### config.mk
export PLATFORM = sky130hd
export DESIGN_NAME = morse_character_keyer_unit_flat
export DESIGN_NICKNAME = d
export VERILOG_FILES = /design/src/hw/rtl/mck_pkg.sv /design/src/hw/rtl/mck_if.sv /design/src/hw/rtl/mck_regs.sv /design/src/hw/rtl/mck_div.sv /design/src/hw/rtl/mck_datapath.sv /design/src/hw/rtl/mck_ctrl.sv /design/src/hw/rtl/morse_character_keyer_unit.sv /design/src/flat_wrapper.sv
export SDC_FILE = /design/constraint.sdc
export NUM_CORES = 1
export LEC_CHECK = 0
export ABC_AREA = 1
export BUFFER_PORTS_ARGS = -buffer_cell sky130_fd_sc_hd__buf_2
export CAP_MARGIN = 20
export CORE_ASPECT_RATIO = 0.7
export CORE_MARGIN = 5
export CORE_UTILIZATION = 25
export DETAILED_ROUTE_END_ITERATION = 7
export PLACE_DENSITY_LB_ADDON = 0.15
export SLEW_MARGIN = 10
export SYNTH_ARGS = -nofsm -noshare
export SYNTH_HDL_FRONTEND = slang
export SYNTH_HIERARCHICAL = 1
export SYNTH_SLANG_ARGS = --single-unit
### constraint.sdc
create_clock -name clk -period 4.4 [get_ports clk]
set_input_delay 0.88 -clock clk [delete_from_list [all_inputs] [get_ports clk]]
set_output_delay 0.88 -clock clk [all_outputs]
set_load 0.01 [all_outputs]
### src/hw/rtl/mck_pkg.sv
package mck_pkg;

  localparam int unsigned CHAR_W     = 8;
  localparam int unsigned UNITS_W    = 3;
  localparam int unsigned MS_W       = 13;
  localparam int unsigned WPM_W      = 7;
  localparam int unsigned PAT_LEN_W  = 3;
  localparam int unsigned PAT_BITS_W = 7;
  localparam int unsigned PAT_COUNT  = 55;
  localparam int unsigned PAT_IDX_W  = 6;
  localparam int unsigned APB_ADDR_W = 3;
  localparam int unsigned APB_DATA_W = 32;
  localparam int unsigned DIV_STEPS  = 3;

  localparam logic [WPM_W-1:0] WPM_RESET = 7'd20;
  localparam logic             REG_WPM   = 1'b0;

  localparam int unsigned MS_PER_UNIT = 1200;

  localparam logic [UNITS_W-1:0] UNITS_DIT   = 3'd1;
  localparam logic [UNITS_W-1:0] UNITS_DASH  = 3'd3;
  localparam logic [UNITS_W-1:0] UNITS_GAP   = 3'd3;
  localparam logic [UNITS_W-1:0] UNITS_SPACE = 3'd6;

  localparam logic [MS_W-1:0] DIVIDEND_1 = MS_W'(1 * MS_PER_UNIT);
  localparam logic [MS_W-1:0] DIVIDEND_3 = MS_W'(3 * MS_PER_UNIT);
  localparam logic [MS_W-1:0] DIVIDEND_6 = MS_W'(6 * MS_PER_UNIT);

  typedef struct packed {
    logic [PAT_LEN_W-1:0]  len;
    logic [PAT_BITS_W-1:0] bits;
  } pattern_t;

  // elements MSB first within len bits: 0 dit, 1 dash; len 0 is word space
  localparam pattern_t PATTERNS [PAT_COUNT] = '{
    '{3'd0, 7'h00},
    '{3'd2, 7'h01}, '{3'd4, 7'h08}, '{3'd4, 7'h0A}, '{3'd3, 7'h04}, '{3'd1, 7'h00},
    '{3'd4, 7'h02}, '{3'd3, 7'h06}, '{3'd4, 7'h00}, '{3'd2, 7'h00}, '{3'd4, 7'h07},
    '{3'd3, 7'h05}, '{3'd4, 7'h04}, '{3'd2, 7'h03}, '{3'd2, 7'h02}, '{3'd3, 7'h07},
    '{3'd4, 7'h06}, '{3'd4, 7'h0D}, '{3'd3, 7'h02}, '{3'd3, 7'h00}, '{3'd1, 7'h01},
    '{3'd3, 7'h01}, '{3'd4, 7'h01}, '{3'd3, 7'h03}, '{3'd4, 7'h09}, '{3'd4, 7'h0B},
    '{3'd4, 7'h0C},
    '{3'd5, 7'h1F}, '{3'd5, 7'h0F}, '{3'd5, 7'h07}, '{3'd5, 7'h03}, '{3'd5, 7'h01},
    '{3'd5, 7'h00}, '{3'd5, 7'h10}, '{3'd5, 7'h18}, '{3'd5, 7'h1C}, '{3'd5, 7'h1E},
    '{3'd6, 7'h15}, '{3'd6, 7'h33}, '{3'd6, 7'h0C},
    '{3'd6, 7'h1E}, '{3'd6, 7'h2B}, '{3'd5, 7'h12},
    '{3'd5, 7'h16}, '{3'd6, 7'h2D}, '{3'd5, 7'h08},
    '{3'd6, 7'h38}, '{3'd6, 7'h2A}, '{3'd5, 7'h11},
    '{3'd5, 7'h0A}, '{3'd6, 7'h21}, '{3'd6, 7'h0D},
    '{3'd6, 7'h12}, '{3'd7, 7'h09}, '{3'd6, 7'h1A}
  };

  function automatic logic [PAT_IDX_W-1:0] pattern_index(input logic [CHAR_W-1:0] c);
    logic [PAT_IDX_W-1:0] idx;
    idx = '0;
    if (c inside {[8'd48:8'd57]}) begin
      idx = PAT_IDX_W'(c - 8'd21);
    end else if (c inside {[8'd65:8'd90]}) begin
      idx = PAT_IDX_W'(c - 8'd64);
    end else if (c inside {[8'd97:8'd122]}) begin
      idx = PAT_IDX_W'(c - 8'd96);
    end else begin
      case (c)
        8'h2E:   idx = 6'd37;  // .
        8'h2C:   idx = 6'd38;  // ,
        8'h3F:   idx = 6'd39;  // ?
        8'h27:   idx = 6'd40;  // '
        8'h21:   idx = 6'd41;  // !
        8'h2F:   idx = 6'd42;  // /
        8'h28:   idx = 6'd43;  // (
        8'h29:   idx = 6'd44;  // )
        8'h26:   idx = 6'd45;  // &
        8'h3A:   idx = 6'd46;  // :
        8'h3B:   idx = 6'd47;  // ;
        8'h3D:   idx = 6'd48;  // =
        8'h2B:   idx = 6'd49;  // +
        8'h2D:   idx = 6'd50;  // -
        8'h5F:   idx = 6'd51;  // _
        8'h22:   idx = 6'd52;  // "
        8'h24:   idx = 6'd53;  // $
        8'h40:   idx = 6'd54;  // @
        default: idx = 6'd0;
      endcase
    end
    return idx;
  endfunction

  function automatic pattern_t pattern_lookup(input logic [CHAR_W-1:0] c);
    return PATTERNS[pattern_index(c)];
  endfunction

  typedef enum logic [2:0] {
    ST_IDLE,
    ST_DIV,
    ST_SPACE,
    ST_ON,
    ST_OFF,
    ST_GAP
  } state_t;

  typedef enum logic [1:0] {
    SEG_ELEMENT,
    SEG_ELEM_GAP,
    SEG_SPACE,
    SEG_CHAR_GAP
  } seg_t;

  typedef struct packed {
    logic load;
    logic div_start;
    logic emit;
    seg_t seg;
  } ctrl_cmd_t;

  typedef struct packed {
    logic div_busy;
    logic div_finished;
    logic is_space;
    logic elems_left;
    logic out_free;
  } dp_status_t;

endpackage

### src/hw/rtl/mck_if.sv
interface mck_char_if;
  logic                       valid;
  logic                       ready;
  logic [mck_pkg::CHAR_W-1:0] character;

  modport source (output valid, output character, input ready);
  modport sink (input valid, input character, output ready);
endinterface

interface mck_seg_if;
  logic                        valid;
  logic                        ready;
  logic                        key_on;
  logic [mck_pkg::UNITS_W-1:0] units;
  logic [mck_pkg::MS_W-1:0]    duration_ms;
  logic                        last;

  modport source (output valid, output key_on, output units, output duration_ms,
                  output last, input ready);
  modport sink (input valid, input key_on, input units, input duration_ms,
                input last, output ready);
endinterface

### src/hw/rtl/mck_regs.sv
module mck_regs (
  input  logic                             clk,
  input  logic                             rst,
  input  logic                             psel,
  input  logic                             penable,
  input  logic                             pwrite,
  input  logic [mck_pkg::APB_ADDR_W-1:0]   paddr,
  input  logic [mck_pkg::APB_DATA_W-1:0]   pwdata,
  output logic [mck_pkg::APB_DATA_W-1:0]   prdata,
  output logic                             pready,
  output logic [mck_pkg::WPM_W-1:0]        wpm
);

  logic hit;

  assign hit    = (paddr[2] == mck_pkg::REG_WPM);
  assign pready = 1'b1;
  assign prdata = hit ? mck_pkg::APB_DATA_W'(wpm) : '0;

  always_ff @(posedge clk) begin
    if (rst) begin
      wpm <= mck_pkg::WPM_RESET;
    end else if (psel && penable && pwrite && pready && hit) begin
      wpm <= pwdata[mck_pkg::WPM_W-1:0];
    end
  end

endmodule

### src/hw/rtl/mck_div.sv
module mck_div (
  input  logic                          clk,
  input  logic                          rst,
  input  logic                          start,
  input  logic [mck_pkg::MS_W-1:0]      dividend,
  input  logic [mck_pkg::WPM_W-1:0]     divisor,
  output logic                          busy,
  output logic                          done,
  output logic [mck_pkg::MS_W-1:0]      quotient
);

  localparam int unsigned CNT_W = $clog2(mck_pkg::MS_W);

  logic [CNT_W-1:0]            cnt;
  logic [mck_pkg::MS_W-1:0]    dvd;
  logic [mck_pkg::MS_W-1:0]    quo;
  logic [mck_pkg::WPM_W-1:0]   rem;
  logic [mck_pkg::WPM_W-1:0]   dsr;
  logic [mck_pkg::WPM_W:0]     trial;
  logic [mck_pkg::WPM_W:0]     diff;
  logic                        ge;
  logic [mck_pkg::WPM_W-1:0]   rem_next;

  // restoring division, one quotient bit per cycle
  assign trial    = {rem, dvd[mck_pkg::MS_W-1]};
  assign diff     = trial - {1'b0, dsr};
  assign ge       = (trial >= {1'b0, dsr});
  assign rem_next = ge ? diff[mck_pkg::WPM_W-1:0] : trial[mck_pkg::WPM_W-1:0];

  assign done     = busy && (cnt == '0);
  assign quotient = {quo[mck_pkg::MS_W-2:0], ge};

  always_ff @(posedge clk) begin
    if (rst) begin
      busy <= 1'b0;
    end else if (start) begin
      busy <= 1'b1;
    end else if (done) begin
      busy <= 1'b0;
    end
  end

  always_ff @(posedge clk) begin
    if (start) begin
      cnt <= CNT_W'(mck_pkg::MS_W - 1);
      dvd <= dividend;
      dsr <= divisor;
      rem <= '0;
      quo <= '0;
    end else if (busy) begin
      cnt <= cnt - 1'b1;
      dvd <= {dvd[mck_pkg::MS_W-2:0], 1'b0};
      rem <= rem_next;
      quo <= quotient;
    end
  end

endmodule

### src/hw/rtl/mck_datapath.sv
module mck_datapath (
  input  logic                          clk,
  input  logic                          rst,
  input  logic [mck_pkg::CHAR_W-1:0]    character,
  input  logic [mck_pkg::WPM_W-1:0]     wpm,
  input  mck_pkg::ctrl_cmd_t            cmd,
  output mck_pkg::dp_status_t           status,
  mck_seg_if.source                     seg_out
);

  mck_pkg::pattern_t                 pat;
  logic [mck_pkg::PAT_LEN_W-1:0]     len_left;
  logic [mck_pkg::PAT_BITS_W-1:0]    bits;
  logic                              is_space;
  logic [1:0]                        div_sel;
  logic [mck_pkg::MS_W-1:0]          quo [mck_pkg::DIV_STEPS];
  logic [mck_pkg::MS_W-1:0]          dividend;
  logic [mck_pkg::WPM_W-1:0]         divisor;
  logic                              div_busy;
  logic                              div_done;
  logic [mck_pkg::MS_W-1:0]          div_q;
  logic                              out_valid;

  assign pat     = mck_pkg::pattern_lookup(character);
  assign divisor = (wpm == '0) ? mck_pkg::WPM_W'(1) : wpm;

  always_comb begin
    case (div_sel)
      2'd0:    dividend = mck_pkg::DIVIDEND_1;
      2'd1:    dividend = mck_pkg::DIVIDEND_3;
      default: dividend = mck_pkg::DIVIDEND_6;
    endcase
  end

  mck_div u_div (
    .clk      (clk),
    .rst      (rst),
    .start    (cmd.div_start),
    .dividend (dividend),
    .divisor  (divisor),
    .busy     (div_busy),
    .done     (div_done),
    .quotient (div_q)
  );

  always_ff @(posedge clk) begin
    if (rst) begin
      div_sel <= 2'(mck_pkg::DIV_STEPS);
    end else if (cmd.load) begin
      div_sel <= '0;
    end else if (div_done) begin
      div_sel <= div_sel + 1'b1;
    end
  end

  always_ff @(posedge clk) begin
    if (div_done) begin
      quo[div_sel] <= div_q;
    end
  end

  // current element sits in the top bit of bits
  always_ff @(posedge clk) begin
    if (cmd.load) begin
      len_left <= pat.len;
      bits     <= pat.bits << (3'd7 - pat.len);
      is_space <= (pat.len == '0);
    end else if (cmd.emit && cmd.seg == mck_pkg::SEG_ELEMENT) begin
      len_left <= len_left - 1'b1;
      bits     <= {bits[mck_pkg::PAT_BITS_W-2:0], 1'b0};
    end
  end

  always_ff @(posedge clk) begin
    if (rst) begin
      out_valid <= 1'b0;
    end else if (cmd.emit) begin
      out_valid <= 1'b1;
    end else if (seg_out.ready) begin
      out_valid <= 1'b0;
    end
  end

  always_ff @(posedge clk) begin
    if (cmd.emit) begin
      case (cmd.seg)
        mck_pkg::SEG_ELEMENT: begin
          seg_out.key_on      <= 1'b1;
          seg_out.units       <= bits[mck_pkg::PAT_BITS_W-1] ? mck_pkg::UNITS_DASH
                                                             : mck_pkg::UNITS_DIT;
          seg_out.duration_ms <= bits[mck_pkg::PAT_BITS_W-1] ? quo[1] : quo[0];
          seg_out.last        <= 1'b0;
        end
        mck_pkg::SEG_ELEM_GAP: begin
          seg_out.key_on      <= 1'b0;
          seg_out.units       <= mck_pkg::UNITS_DIT;
          seg_out.duration_ms <= quo[0];
          seg_out.last        <= 1'b0;
        end
        mck_pkg::SEG_SPACE: begin
          seg_out.key_on      <= 1'b0;
          seg_out.units       <= mck_pkg::UNITS_SPACE;
          seg_out.duration_ms <= quo[2];
          seg_out.last        <= 1'b0;
        end
        default: begin
          seg_out.key_on      <= 1'b0;
          seg_out.units       <= mck_pkg::UNITS_GAP;
          seg_out.duration_ms <= quo[1];
          seg_out.last        <= 1'b1;
        end
      endcase
    end
  end

  assign seg_out.valid = out_valid;

  assign status.div_busy     = div_busy;
  assign status.div_finished = (div_sel == 2'(mck_pkg::DIV_STEPS));
  assign status.is_space     = is_space;
  assign status.elems_left   = (len_left != '0);
  assign status.out_free     = !out_valid || seg_out.ready;

endmodule

### src/hw/rtl/mck_ctrl.sv
module mck_ctrl (
  input  logic                 clk,
  input  logic                 rst,
  input  logic                 in_valid,
  output logic                 in_ready,
  input  mck_pkg::dp_status_t  status,
  output mck_pkg::ctrl_cmd_t   cmd,
  output mck_pkg::state_t      state
);

  mck_pkg::state_t state_next;

  always_ff @(posedge clk) begin
    if (rst) begin
      state <= mck_pkg::ST_IDLE;
    end else begin
      state <= state_next;
    end
  end

  always_comb begin
    state_next = state;
    in_ready   = 1'b0;
    cmd        = '0;
    cmd.seg    = mck_pkg::SEG_ELEMENT;
    case (state)
      mck_pkg::ST_IDLE: begin
        in_ready = 1'b1;
        if (in_valid) begin
          cmd.load   = 1'b1;
          state_next = mck_pkg::ST_DIV;
        end
      end
      mck_pkg::ST_DIV: begin
        if (!status.div_busy) begin
          if (status.div_finished) begin
            state_next = status.is_space ? mck_pkg::ST_SPACE : mck_pkg::ST_ON;
          end else begin
            cmd.div_start = 1'b1;
          end
        end
      end
      mck_pkg::ST_SPACE: begin
        if (status.out_free) begin
          cmd.emit   = 1'b1;
          cmd.seg    = mck_pkg::SEG_SPACE;
          state_next = mck_pkg::ST_OFF;
        end
      end
      mck_pkg::ST_ON: begin
        if (status.out_free) begin
          cmd.emit   = 1'b1;
          cmd.seg    = mck_pkg::SEG_ELEMENT;
          state_next = mck_pkg::ST_OFF;
        end
      end
      mck_pkg::ST_OFF: begin
        if (status.out_free) begin
          cmd.emit   = 1'b1;
          cmd.seg    = mck_pkg::SEG_ELEM_GAP;
          state_next = status.elems_left ? mck_pkg::ST_ON : mck_pkg::ST_GAP;
        end
      end
      mck_pkg::ST_GAP: begin
        if (status.out_free) begin
          cmd.emit   = 1'b1;
          cmd.seg    = mck_pkg::SEG_CHAR_GAP;
          state_next = mck_pkg::ST_IDLE;
        end
      end
      default: begin
        state_next = mck_pkg::ST_IDLE;
      end
    endcase
  end

endmodule

### src/hw/rtl/morse_character_keyer_unit.sv
// Morse keyer: takes one ASCII character on char_in and sends it on seg_out as
// timed key segments, one per item: an element (dit 1 unit, dash 3 units,
// key on) and a 1-unit key-off after each, or for an unmapped character a
// 6-unit word space and a 1-unit key-off, and always a closing 3-unit key-off
// marked last. duration_ms is units*1200/wpm truncated, wpm 0 counts as 1.
// Speed is set through the APB register at address 0 (reset 20); the user is to
// write it only while idle, which the block itself does not enforce. A character
// is accepted in ST_IDLE, then three serial divisions (1, 3 and 6 units) run one
// after another on one shared divider in ST_DIV, then one segment (3 to 15 in
// all) goes out per cycle while the consumer keeps up.
// One character is in flight at a time; the output register lets the last
// segment wait while the next character is accepted.
module morse_character_keyer_unit (
  input  logic                             clk,
  input  logic                             rst,
  input  logic                             psel,
  input  logic                             penable,
  input  logic                             pwrite,
  input  logic [mck_pkg::APB_ADDR_W-1:0]   paddr,
  input  logic [mck_pkg::APB_DATA_W-1:0]   pwdata,
  output logic [mck_pkg::APB_DATA_W-1:0]   prdata,
  output logic                             pready,
  mck_char_if.sink                         char_in,
  mck_seg_if.source                        seg_out
);

  logic [mck_pkg::WPM_W-1:0] wpm;
  logic                      in_ready;
  mck_pkg::ctrl_cmd_t        cmd;
  mck_pkg::dp_status_t       status;
  mck_pkg::state_t           state;

  assign char_in.ready = in_ready;

  mck_regs u_regs (
    .clk     (clk),
    .rst     (rst),
    .psel    (psel),
    .penable (penable),
    .pwrite  (pwrite),
    .paddr   (paddr),
    .pwdata  (pwdata),
    .prdata  (prdata),
    .pready  (pready),
    .wpm     (wpm)
  );

  mck_ctrl u_ctrl (
    .clk      (clk),
    .rst      (rst),
    .in_valid (char_in.valid),
    .in_ready (in_ready),
    .status   (status),
    .cmd      (cmd),
    .state    (state)
  );

  mck_datapath u_dp (
    .clk       (clk),
    .rst       (rst),
    .character (char_in.character),
    .wpm       (wpm),
    .cmd       (cmd),
    .status    (status),
    .seg_out   (seg_out)
  );

  a_accept_busy: assert property (@(posedge clk) disable iff (rst)
    (char_in.valid && char_in.ready) |=> !char_in.ready)
    else $error("keyer ready right after accepting an item");

  a_div_start: assert property (@(posedge clk) disable iff (rst)
    cmd.div_start |-> (!status.div_busy && state == mck_pkg::ST_DIV))
    else $error("divider restarted while busy");

  a_emit_free: assert property (@(posedge clk) disable iff (rst)
    cmd.emit |-> status.out_free)
    else $error("segment overwrote a pending item");

  a_dur_nonzero: assert property (@(posedge clk) disable iff (rst)
    seg_out.valid |-> (seg_out.duration_ms != '0))
    else $error("zero segment duration");

endmodule

### src/flat_wrapper.sv
// flat-port wrapper written by rule: the top's interface ports become plain ports
module morse_character_keyer_unit_flat 
  (clk, rst, psel, penable, pwrite, paddr, pwdata, prdata, pready, char_in_valid, char_in_character, char_in_ready, seg_out_valid, seg_out_key_on, seg_out_units, seg_out_duration_ms, seg_out_last, seg_out_ready);
  mck_char_if char_in_i ();
  mck_seg_if seg_out_i ();
  input  logic clk;
  input  logic rst;
  input  logic psel;
  input  logic penable;
  input  logic pwrite;
  input  logic [mck_pkg::APB_ADDR_W-1:0] paddr;
  input  logic [mck_pkg::APB_DATA_W-1:0] pwdata;
  output logic [mck_pkg::APB_DATA_W-1:0] prdata;
  output logic pready;
  input wire logic [$bits(char_in_i.valid)-1:0] char_in_valid;
  input wire logic [$bits(char_in_i.character)-1:0] char_in_character;
  output wire logic [$bits(char_in_i.ready)-1:0] char_in_ready;
  output wire logic [$bits(seg_out_i.valid)-1:0] seg_out_valid;
  output wire logic [$bits(seg_out_i.key_on)-1:0] seg_out_key_on;
  output wire logic [$bits(seg_out_i.units)-1:0] seg_out_units;
  output wire logic [$bits(seg_out_i.duration_ms)-1:0] seg_out_duration_ms;
  output wire logic [$bits(seg_out_i.last)-1:0] seg_out_last;
  input wire logic [$bits(seg_out_i.ready)-1:0] seg_out_ready;
  assign char_in_i.valid = char_in_valid;
  assign char_in_i.character = char_in_character;
  assign char_in_ready = char_in_i.ready;
  assign seg_out_valid = seg_out_i.valid;
  assign seg_out_key_on = seg_out_i.key_on;
  assign seg_out_units = seg_out_i.units;
  assign seg_out_duration_ms = seg_out_i.duration_ms;
  assign seg_out_last = seg_out_i.last;
  assign seg_out_i.ready = seg_out_ready;
  morse_character_keyer_unit u_core (.clk(clk), .rst(rst), .psel(psel), .penable(penable), .pwrite(pwrite), .paddr(paddr), .pwdata(pwdata), .prdata(prdata), .pready(pready), .char_in(char_in_i), .seg_out(seg_out_i));
endmodule
Word-level counts from Yosys, hierarchy flattened
Memories as Yosys holds them, arrays and structs flattened.
Cells that the tools add are included.
{ "word_totals": {"reg_bits": 86, "mem_bits_rw": 39, "romBits": 640, "inputBits": 50, "output_inout_bits": 53, "wordCells": 145, "n_memories": 2} }
{ "op_classes": {"add_sub_neg": 8, "n_lt_le_gt_ge": 8, "eq_ne": 33, "shifts": 1, "muxes": 49, "n_bitwise": 2, "reduce_logical": 25} }
{ "mem_list": {"columns": ["memory", "words", "width", "read_ports", "rd_ports_with_merged_regs", "write_ports", "line_no", "rtl"], "rows": [
  ["(name not given)", 64, 10, 1, 0, 0, "mck_pkg.sv:89", "return PATTERNS[pattern_index(c)];"],
  ["u_core.u_dp.quo", 3, 13, 3, 0, 1, "mck_datapath.sv:16", "logic [mck_pkg::MS_W-1:0] quo [mck_pkg::DIV_STEPS];"]
]} }
{ "ops": {"columns": ["cell", "count"], "rows": [
  ["$eq 8x6->1 const B", 16],
  ["$pmux 6 s18", 1],
  ["$mux 13", 3],
  ["$mux 3", 13],
  ["$pmux 13 s3", 1],
  ["$mux 7", 4],
  ["$pmux 13 s2", 1],
  ["$mux 10", 2],
  ["$mux 6", 3],
  ["$eq 8x7->1 const B", 2],
  ["$ge 8x7->1 const B", 2],
  ["$le 8x7->1 const B", 2],
  ["$mux 1", 15],
  ["$pmux 3 s5", 1],
  ["$pmux 3 s4", 1],
  ["$reduce_bool 2->1", 5],
  ["$pmux 3 s3", 1],
  ["$ge 8x6->1 const B", 1],
  ["$ge 8x7->1", 1],
  ["$le 8x6->1 const B", 1],
  ["$logic_and 1x1->1", 8],
  ["$ne 2x1->1 const B", 4],
  ["$ge 7x7->1 const B", 1],
  ["$logic_not 7->1", 1],
  ["other kinds (27)", 36]
]} }

Longest topological paths before layout
Gate-level depths: netlist (run 1).
{ "depth": {"ltp_word": 12, "ltp_mapped": 26} }

Modules after synthesis
The synthesis (run 1) kept the hierarchy.
{ "by_module_without_submodules": {"columns": ["module", "instances", "cells_each", "area_each_um2", "seq_area_each_um2"], "rows": [
  ["mck_datapath", 1, 604, 4873.4, 2102.0],
  ["mck_div", 1, 242, 2065.7, 1081.0],
  ["mck_regs", 1, 90, 619.3, 140.1],
  ["mck_ctrl", 1, 47, 247.7, 60.1]
]} }

Least setup slack after synthesis (run 1)
Ideal clock, no wire load.
{ "synth_path": {"path_kind": "input to register", "from": "in char_in_character[0]", "to": "reg u_core/u_dp/bits[6] in the netlist's numbering (data pin)", "t_arrival_ns": 3.282, "required_time_ns": 4.140, "path_slack_ns": 0.858, "path_stages": 20, "n_path_buf": 0, "cell_sequence": "inv_1 -> ha_1 -> nand2_1 -> nor2_1 -> nand2_1 -> nand3_1 -> nor2_2 -> nand3_4 -> nand3_1 -> a21boi_1 -> ha_1 -> nand3b_1 -> nand3_1 -> nand3_1 -> nand3_2 -> nand2_4 -> inv_4 -> nand3_1 -> nand3_1 -> nand3_1"} }
{ "synth_between": {"elab_chain_len": 12} }
{ "synth_rtl": {"columns": ["item", "line_no", "rtl"], "rows": [
  ["from (decl)", "flat_wrapper.sv:16", "input wire logic [$bits(char_in_i.character)-1:0] char_in_character;"],
  ["$ge 8x7->1, or another cell as far along", "mck_pkg.sv:60", "end else if (c inside {[8'd97:8'd122]}) begin"],
  ["$logic_and 1x1->1 or $pmux 6 s18 (tied branches)", "mck_pkg.sv:60, mck_pkg.sv:63", null],
  ["$mux 6", "mck_pkg.sv:60", null],
  ["$mux 6", "mck_pkg.sv:58", "end else if (c inside {[8'd65:8'd90]}) begin"],
  ["$mux 6 (*)", "mck_pkg.sv:56", "if (c inside {[8'd48:8'd57]}) begin"],
  ["$not 6->7 (implied by the code) (*)", "mck_pkg.sv:89", null],
  ["$mem_v2 64x10 (*)", null, null],
  ["$mux 10 (implied by the code) (*) (2 in series)", "mck_pkg.sv:89", null],
  ["$sub 3x3->3", "mck_datapath.sv:66", "bits <= pat.bits << (3'd7 - pat.len);"],
  ["$shl 7x3->7 (*)", "mck_datapath.sv:66", null],
  ["$mux 7 (*)", "mck_datapath.sv:64", "if (cmd.load) begin"],
  ["to (signal assigned)", "mck_datapath.sv:66", null],
  ["to (signal assigned)", "mck_datapath.sv:70", "bits <= {bits[mck_pkg::PAT_BITS_W-2:0], 1'b0};"],
  ["to (decl)", "mck_datapath.sv:13", "logic [mck_pkg::PAT_BITS_W-1:0] bits;"]
]} }
Every way passes the cells marked *; elsewhere a longest branch is shown, timed or not. The select of a mux whose other input is x is not followed.
A chain may end at the register's enable or synchronous reset.

Final worst setup path (run 1)
{ "layout_path": {"from": "in char_in_character[0]", "to": "reg u_core/u_dp/bits[3] in the netlist's numbering (data pin)"} }
The elaborated chain is that of the path after synthesis.

==> results of run 1 <==
[power by group]
group / switching [uW] / internal, uW
clock network: 562 / 903
logic: 1240 / 618
registers: 164 / 1750
[layout by cell type, fill, tap and decap left out, drive strengths merged]
| cell type | n |
|---|---|
| a21boi | 4 |
| a21o | 1 |
| a21oi | 30 |
| a32o | 13 |
| buf | 61 |
| bufinv | 3 |
| clkbuf | 18 |
| clkinv | 3 |
| clkinvlp | 3 |
| conb | 33 |
| dfxtp | 37 |
| edfxtp | 88 |
| fa | 1 |
| ha | 33 |
| inv | 135 |
| nand2 | 300 |
| nand3 | 110 |
| nand3b | 4 |
| nand4 | 7 |
| nor2 | 85 |
| nor3 | 7 |
| nor4 | 1 |
| o211ai | 5 |
| o21a | 1 |
| o21ai | 42 |
| o22ai | 10 |
| or2 | 5 |
| xor2 | 2 |
[layer usage]
metal | track usage | up-vias | share of wire
met1 | 0.1701 | 2780 | 0.56
li1 | - | 3238 | -
met2 | 0.1472 | 110 | 0.39
met5 | 0 | - | 0
met4 | 0.03217 | 0 | 0.010
met3 | 0.02113 | 13 | 0.035
[worst max-delay path: stages]
cell,delay [ps]
buf_2,140
inv_1,200
ha_1,290
nand3_1,100
nor2_1,170
nor2_1,70
nand2_1,90
nor2_1,70
nand3_4,90
nand3_1,110
a21boi_1,160
buf_4,190
ha_1,250
nand3b_1,160
nand2_1,80
nand2_1,80
nand2_1,70
nand2_1,70
nand2_1,60
nand2_2,160
nand3_1,150
nand2_1,90
nand2_1,50
nand3_1,70
nand2_1,50
[registers in the layout, summed over array words and instances (netlist names), 2 cells and up]
signal                           count
u_core/u_ctrl/state                  3
u_core/u_dp/bits                     7
u_core/u_dp/div_sel                  2
u_core/u_dp/len_left                 3
u_core/u_dp/quo                     39
u_core/u_dp/seg_out.duration_ms     13
u_core/u_dp/seg_out.units            3
u_core/u_dp/u_div/cnt                4
u_core/u_dp/u_div/dsr                7
u_core/u_dp/u_div/dvd               13
u_core/u_dp/u_div/quo               12
u_core/u_dp/u_div/rem                7
u_core/u_regs/wpm                    7
[cell families after synthesis]
kind of cell / count (synthesis) / synth area share
compound gates: 106 / 0.08720
buf+inv: 193 / 0.1151
fa+ha+maj: 34 / 0.05546
flops: 125 / 0.4334
simple gates: 519 / 0.3047
other cells: 4 / 0.001923
xor+xnor: 2 / 0.002244
[final cells by class]
cell class / instances / area (um2)
clock buffer: 18 / 429.2
clock inverter: 14 / 181.4
fill: 3324 / 22020
inverter: 130 / 495.5
multi-input combinational: 694 / 3646
sequential: 125 / 3383
tap: 420 / 525.5
timing repair buffer: 61 / 335.3
[final timing paths]
kind	start	to	slack, ps
setup / recovery	char_in_character[0]	u_core/u_dp/bits[3]	690
hold / removal	u_core/u_dp/u_div/cnt[3]	u_core/u_dp/u_div/cnt[3]	480
setup reg to reg	u_core/u_ctrl/state[2]	u_core/u_dp/u_div/dvd[8]	1970
hold reg to reg	u_core/u_dp/u_div/cnt[3]	u_core/u_dp/u_div/cnt[3]	480
[metrics by stage]
stage	std cells	hold WS (ps)
after floorplan	1012	442.9
after global placement	1430	464.8
after detailed placement	1430	465.1
after CTS	1462	473.9
after global routing	1462	490.3
final	1462	475.5
==> impl_metrics.json, run 1 <==
{
  "outcome": "completed",
  "post-synth-top-count-cell": "nand2_1",
  "cts_root_buf": "clkbuf_16",
  "die_h_um": 157.8,
  "synth_async_sr_flop_share": 0,
  "grt_max_degree": 29,
  "maxSlewHeadroom": 0.3585,
  "cp-start-kind": "input port",
  "critPathArrivalTime_ps": 3890,
  "hold_viol": 0,
  "cts_hold_buffers": 0,
  "dpl_cell_area_um2": 8386,
  "dp_slack_ps": 262.4,
  "setup_viol": 0,
  "fin_skew_ps": 8.437,
  "power_leakage_uw": 0.004159,
  "hpwl_mm": 13.50,
  "io_pins": 103,
  "ys_top_cells_by_count": "nand2_1, inv_1, nand3_1",
  "finish.instance_area_um2": 8996,
  "design.die.area_um2": 34920,
  "cts_max_level": 4,
  "io_buffers": 49,
  "cts_sinks": 125,
  "std_cell_rows": 54,
  "gp_congestion": 0.8246,
  "yosysUniqueCellTypes": 44,
  "areaGrowthSynthToFinish_pct": 15.24,
  "die_x_um": 221.2,
  "ys_seq_area_frac": 0.4334,
  "synth_edf_count": 88,
  "finalCritPeriodShare": 0.8431,
  "track_usage": 0.1083,
  "worstMarginPinSlew_ps": 961.2,
  "crit_type": "input port to flip-flop",
  "n_antenna_cell": 0,
  "yosys_warnings": 6,
  "coreArea_um2": 31010,
  "synth_top_area_share": 0.3385,
  "initial_core_util": 0.2517,
  "drive_above_1_share": 0.1555,
  "post_drt_wl_per_cell_um": 12.92,
  "viasPerCell": 4.200,
  "clk_pin_slew_worst_paths_ps": 60,
  "antenna_found_initial": 0,
  "worst_skew_pair.late_latency_ps": 420,
  "cts_buffer_depth": 2,
  "overflow": 0,
  "ys_seq_elements": 125,
  "wl_mm": 18.89,
  "cap_violations": 0,
  "required_ps": 4580,
  "synth.area.top_cells": "edfxtp_1, nand2_1, dfxtp_1",
  "synth_ff_type": "edfxtp_1",
  "ant_nets": 0,
  "dr.first_iter.drc_count": 396,
  "utilization": 0.2901,
  "syn_avg_cell_area_um2": 7.941,
  "drt_pass1_iterations": 5,
  "grt_pass1_wl_mm": 30.78,
  "yosys.area.top_type": "edfxtp_1",
  "dr_total_vias": 6141,
  "hold_path_depth": 1,
  "drc": 0,
  "fin_nets": 1113,
  "finalWorstSetupSlack_ps": 690.3,
  "end_kind": "flip-flop",
  "worstPathMaxFanout": 7,
  "cts_buffers": 17,
  "synthesis.area_um2": 7806,
  "slew_violations": 0,
  "fmax_mhz": 269.6,
  "rsz0062_at_grt": "false",
  "synth_cells": 983,
  "tritoncts": "yes",
  "r2r.worst_path.cells": 6,
  "post_cts_buffers": 0,
  "power_density_nw_per_um2": 582.2,
  "tns_ps": 0,
  "cts_resized": 0,
  "p_total_uw": 5238,
  "ir_drop_uv": 306.5,
  "min_path_type": "flip-flop to flip-flop",
  "period_needed_ps": 3710,
  "grt_pass1_vias": 5699
}
Note: power is estimated with default switching activity, not from simulation.
==> run 2, diff against run 1 <==
- clock period: 4.4 -> 3.4 ns (I/O delays scaled with it)
==> impl_metrics.json, run 2 (synthesized netlist as in run 1, its figures left out) <==
{
  "die_x_um": 221.2,
  "io_pins": 103,
  "worstPathMaxFanout": 7,
  "largest_reg_flops": 39,
  "final_cell_mix": "nand2_1, inv_1, buf_4, nand3_1, edfxtp_1",
  "grt_pass1_wl_mm": 32.28,
  "std_cell_rows": 54,
  "r2r-start": "u_core/u_dp/u_div/busy",
  "antenna_found_initial": 0,
  "ir_drop_uv": 387.2,
  "top_regs": "u_core/u_dp/quo: 39 flops, u_core/u_dp/seg_out.duration_ms: 13 flops, u_core/u_dp/u_div/dvd: 13 flops",
  "cp-startpoint": "char_in_character[0]",
  "hold_path_depth": 2,
  "coreArea_um2": 31010,
  "maxSlewHeadroom": 0.5487,
  "drc": 0,
  "power_density_nw_per_um2": 706.3,
  "dp_slack_ps": -367.4,
  "worst_skew_pair.late_latency_ps": 410,
  "crit_type": "input port to flip-flop",
  "dpl_cell_area_um2": 9074,
  "fill_cells": 3312,
  "io_buffers": 49,
  "utilization": 0.3206,
  "cpMostUsedCell": "nand2_1",
  "ant_nets": 0,
  "tritoncts": "yes",
  "post_drt_wl_per_cell_um": 12.87,
  "overflow": 0,
  "slowest_stage": "ha_2",
  "cts_buffer_depth": 2,
  "die_h_um": 157.8,
  "worstMarginPinSlew_ps": 676.2,
  "cts_root_buf": "clkbuf_16",
  "viasPerCell": 4.195,
  "power_leakage_uw": 0.004671,
  "tns_ps": 0,
  "finish.instance_area_um2": 9942,
  "p_total_uw": 7022,
  "clk_pin_slew_worst_paths_ps": 60,
  "mostFrequentLayoutCell": "nand2_1",
  "cts_max_level": 4,
  "gp_congestion": 0.7968,
  "n_antenna_cell": 0,
  "cts_buffers": 17,
  "end_kind": "flip-flop",
  "r2r.worst_path.cells": 4,
  "critPathArrivalTime_ps": 3330,
  "slew_violations": 0,
  "grt_pass1_vias": 6027,
  "dr.first_iter.drc_count": 358,
  "initial_core_util": 0.2517,
  "cts_sinks": 125,
  "grt_max_degree": 28,
  "crit_path_max_incr_delay_ps": 200,
  "cap_violations": 0,
  "drive_above_1_share": 0.2542,
  "fin_skew_ps": 9.858,
  "design.die.area_um2": 34920,
  "track_usage": 0.1138,
  "finalCritPeriodShare": 0.9314,
  "hold_viol": 0,
  "fmax_mhz": 315.8,
  "required_ps": 3570,
  "dr_total_vias": 6532,
  "min_path_type": "flip-flop to flip-flop",
  "outcome": "completed",
  "wl_mm": 20.05,
  "period_needed_ps": 3167,
  "finalWorstSetupSlack_ps": 233.3,
  "cts_hold_buffers": 0,
  "cp-start-kind": "input port",
  "setup_viol": 0,
  "holdCritStartpoint": "u_core/u_dp/u_div/rem[5]",
  "drt_pass1_iterations": 4,
  "top_register": "u_core/u_dp/quo",
  "areaGrowthSynthToFinish_pct": 27.36,
  "hpwl_mm": 14.96,
  "fin_nets": 1208
}
==> run 2: cell count changes in the layout (fill, tap and decap cells not counted), sizes merged <==
| cell | previous run | this run |
|---|---|---|
| buf | 61 | 154 |
| clkinvlp | 3 | 0 |
| inv | 135 | 136 |
| clkinv | 3 | 4 |
| bufinv | 3 | 4 |
| clkbuf | 18 | 20 |
==> run 2: final timing paths <==
kind	to	slack (ps)
min reg2reg	u_core/u_dp/u_div/rem[5]	480
max	u_core/u_dp/bits[6]	230
max reg2reg	u_core/u_dp/quo[1][9]	1250
min	u_core/u_dp/u_div/rem[5]	480
==> run 2: through the flow <==
step	hold WS (ps)	cells
2_1_floorplan	442.9	1012
3_3_place_gp	463.9	1520
3_5_place_dp	466.9	1520
4_1_cts	474.1	1552
5_1_grt	483.6	1557
6_report	478.2	1557
==> run 2: area by class of cell <==
class / instances / area, um2 / share of cell area
sequential: 125 / 3383 / 0.3403
clock buffer: 18 / 429.2 / 0.04317
inverter: 130 / 505.5 / 0.05084
timing repair buffer: 156 / 1070 / 0.1076
clock inverter: 14 / 203.9 / 0.02051
tap: 420 / 525.5 / 0.05286
multi-input combinational: 694 / 3825 / 0.3847
==> run 2: where the power goes <==
| part | switching, uW | internal (uW) |
|---|---|---|
| sequential | 215 | 2270 |
| clock | 715 | 1240 |
| combinational | 1650 | 930 |
| total | 2580 | 4440 |
==> run 2: worst max-delay path, delay by kind of cell <==
kind / cells / cell delay [ps]
AOI/OAI and AO/OA: 1 / 160
adders and majority gates: 2 / 400
buffers and inverters: 6 / 640
and+or+nand+nor: 16 / 1430
==> run 2: what timing repair did <==
item / 4_1_cts / 5_1_grt
gates resized for setup: 0 / 48
setup endpoints to repair: 0 / 11
endpoints found under the hold margin: 0 / 0
buffers inserted: 0 / 5
==> run 2: metal layers <==
metal,routed length [um],vias to the layer above,track usage
li1,-,3433,-
met1,11520,2982,0.1846
met2,7708,106,0.1541
met3,681,11,0.01965
met4,131,0,0.02420
met5,0,-,0
==> run 3, diff against run 2 <==
- CORE_UTILIZATION: 25 -> 45
==> impl_metrics.json, run 3 (synthesized netlist as in run 1, its figures left out) <==
{
  "clk_pin_slew_worst_paths_ps": 60,
  "worstMarginPinSlew_ps": 888.1,
  "worstPathMaxFanout": 7,
  "grt_pass1_vias": 5629,
  "post_drt_wl_per_cell_um": 12.63,
  "design.die.area_um2": 20120,
  "required_ps": 3560,
  "worst_skew_pair.late_latency_ps": 410,
  "drive_above_1_share": 0.2241,
  "dr_total_vias": 6416,
  "top_regs": "u_core/u_dp/quo: 39 flops, u_core/u_dp/seg_out.duration_ms: 13 flops, u_core/u_dp/u_div/dvd: 13 flops",
  "holdCritStartpoint": "u_core/u_dp/u_div/quo[10]",
  "hpwl_mm": 12.47,
  "initial_core_util": 0.4561,
  "viasPerCell": 4.781,
  "grt_max_degree": 28,
  "finish.instance_area_um2": 9382,
  "track_usage": 0.1692,
  "io_pins": 103,
  "die_x_um": 167.4,
  "hold_viol": 0,
  "end_kind": "flip-flop",
  "power_density_nw_per_um2": 715.3,
  "fin_nets": 1182,
  "fin_skew_ps": 11.71,
  "mostFrequentLayoutCell": "nand2_1",
  "critPathArrivalTime_ps": 3370,
  "cap_violations": 0,
  "ff_latch_area_um2": 3383,
  "multi_input_area_um2": 3722,
  "coreArea_um2": 17120,
  "io_buffers": 49,
  "ir_drop_uv": 385.0,
  "gp_congestion": 0.8741,
  "slew_violations": 0,
  "drc": 0,
  "outcome": "completed",
  "drt_pass1_iterations": 5,
  "cp-startpoint": "char_in_character[1]",
  "utilization": 0.5481,
  "r2r-start": "u_core/u_ctrl/state[2]",
  "cts_sinks": 125,
  "power_leakage_uw": 0.004504,
  "cts_root_buf": "clkbuf_16",
  "fmax_mhz": 311.8,
  "largest_reg_flops": 39,
  "dr.first_iter.drc_count": 452,
  "cp-start-kind": "input port",
  "n_antenna_cell": 0,
  "dpl_cell_area_um2": 8713,
  "tritoncts": "yes",
  "overflow": 0,
  "areaGrowthSynthToFinish_pct": 20.18,
  "cts_buffer_depth": 2,
  "top_register": "u_core/u_dp/quo",
  "cts_max_level": 4,
  "std_cell_rows": 40,
  "ant_nets": 0,
  "cts_buffers": 17,
  "maxSlewHeadroom": 0.4073,
  "grt_pass1_wl_mm": 27.88,
  "final_cell_mix": "nand2_1, inv_1, nand3_1, edfxtp_1, buf_4",
  "die_h_um": 120.2,
  "antenna_found_initial": 0,
  "period_needed_ps": 3207,
  "finalCritPeriodShare": 0.9432,
  "fill_cells": 1606,
  "finalWorstSetupSlack_ps": 193.1,
  "dp_slack_ps": -274.9,
  "min_path_type": "flip-flop to flip-flop",
  "crit_type": "input port to flip-flop",
  "wl_mm": 16.95,
  "cts_hold_buffers": 0,
  "setup_viol": 0
}
## run 3: cell count changes in the layout (fill, tap and decap cells not counted), sizes merged
cell / delta
clkinvlp: +1
clkbuf: -2
clkinv: +4
inv: -2
bufinv: -2
buf: -25
## run 3: timing repair
| item | 4_1_cts | 5_1_grt |
|---|---|---|
| resized for setup | 0 | 23 |
| setup buffers | 0 | 0 |
| setup endpoints to repair | 0 | 11 |
## run 3: path summary, 6_finish.rpt
| path | endpoint | slack (ps) | cells after the start |
|---|---|---|---|
| min | u_core/u_dp/quo[2][11] | 480 | 0 |
| max reg2reg | u_core/u_dp/seg_out.duration_ms[0] | 1250 | 10 |
| min reg2reg | u_core/u_dp/quo[2][11] | 480 | 0 |
| max | u_core/u_dp/bits[3] | 190 | 25 |
## run 3: per-layer routing
metal	global-route usage	part of all wire	routed length (um)
met5	0	0	0
met4	0.04714	0.0069	117
met3	0.03105	0.069	1168
met2	0.2273	0.38	6523
met1	0.2726	0.54	9135
## run 3: stage by stage
stage          instances  hold WS [ps]  TNS [ps]  power (uW)
3_3_place_gp        1310         460.1     -2132        4920
5_1_grt             1342         493.4    -32.54        7214
4_1_cts             1342         463.3         0        6742
3_5_place_dp        1310         464.8     -2151        4940
2_1_floorplan       1012         442.9         0        4243
6_report            1342         476.2         0        6711
## run 3: critical path, cell delays in order
cell,delay [ps]
clkbuf_4,160
inv_2,70
ha_2,200
nor2_2,120
nand3_2,100
nand2_1,70
nand2_1,40
nand3_1,120
nand2_2,110
a21oi_2,190
a21boi_2,80
buf_4,150
ha_1,200
inv_1,120
nand2_1,120
nand2_1,90
nand3_1,110
nand2_1,80
nand2_1,80
nand2_4,110
nand3_1,120
nand2_1,80
nand2_1,50
nand3_1,60
nand2_1,50
## run 3: layout make-up
class                   count  area share
repair buffers            130     0.09656
multi-input cells         694      0.3968
flip-flops and latches    125      0.3606
well taps                 231     0.03081
inverters                 130     0.05281
clock buffers              17     0.04535
clock inverters            15     0.01707
## run 3: power breakdown
group / total, uW / switching (uW) / internal [uW] / leakage [uW]
Sequential: 2480 / 214 / 2270 / 0.00112
Combinational: 2460 / 1570 / 887 / 0.00310
Clock: 1770 / 684 / 1090 / 0.000286
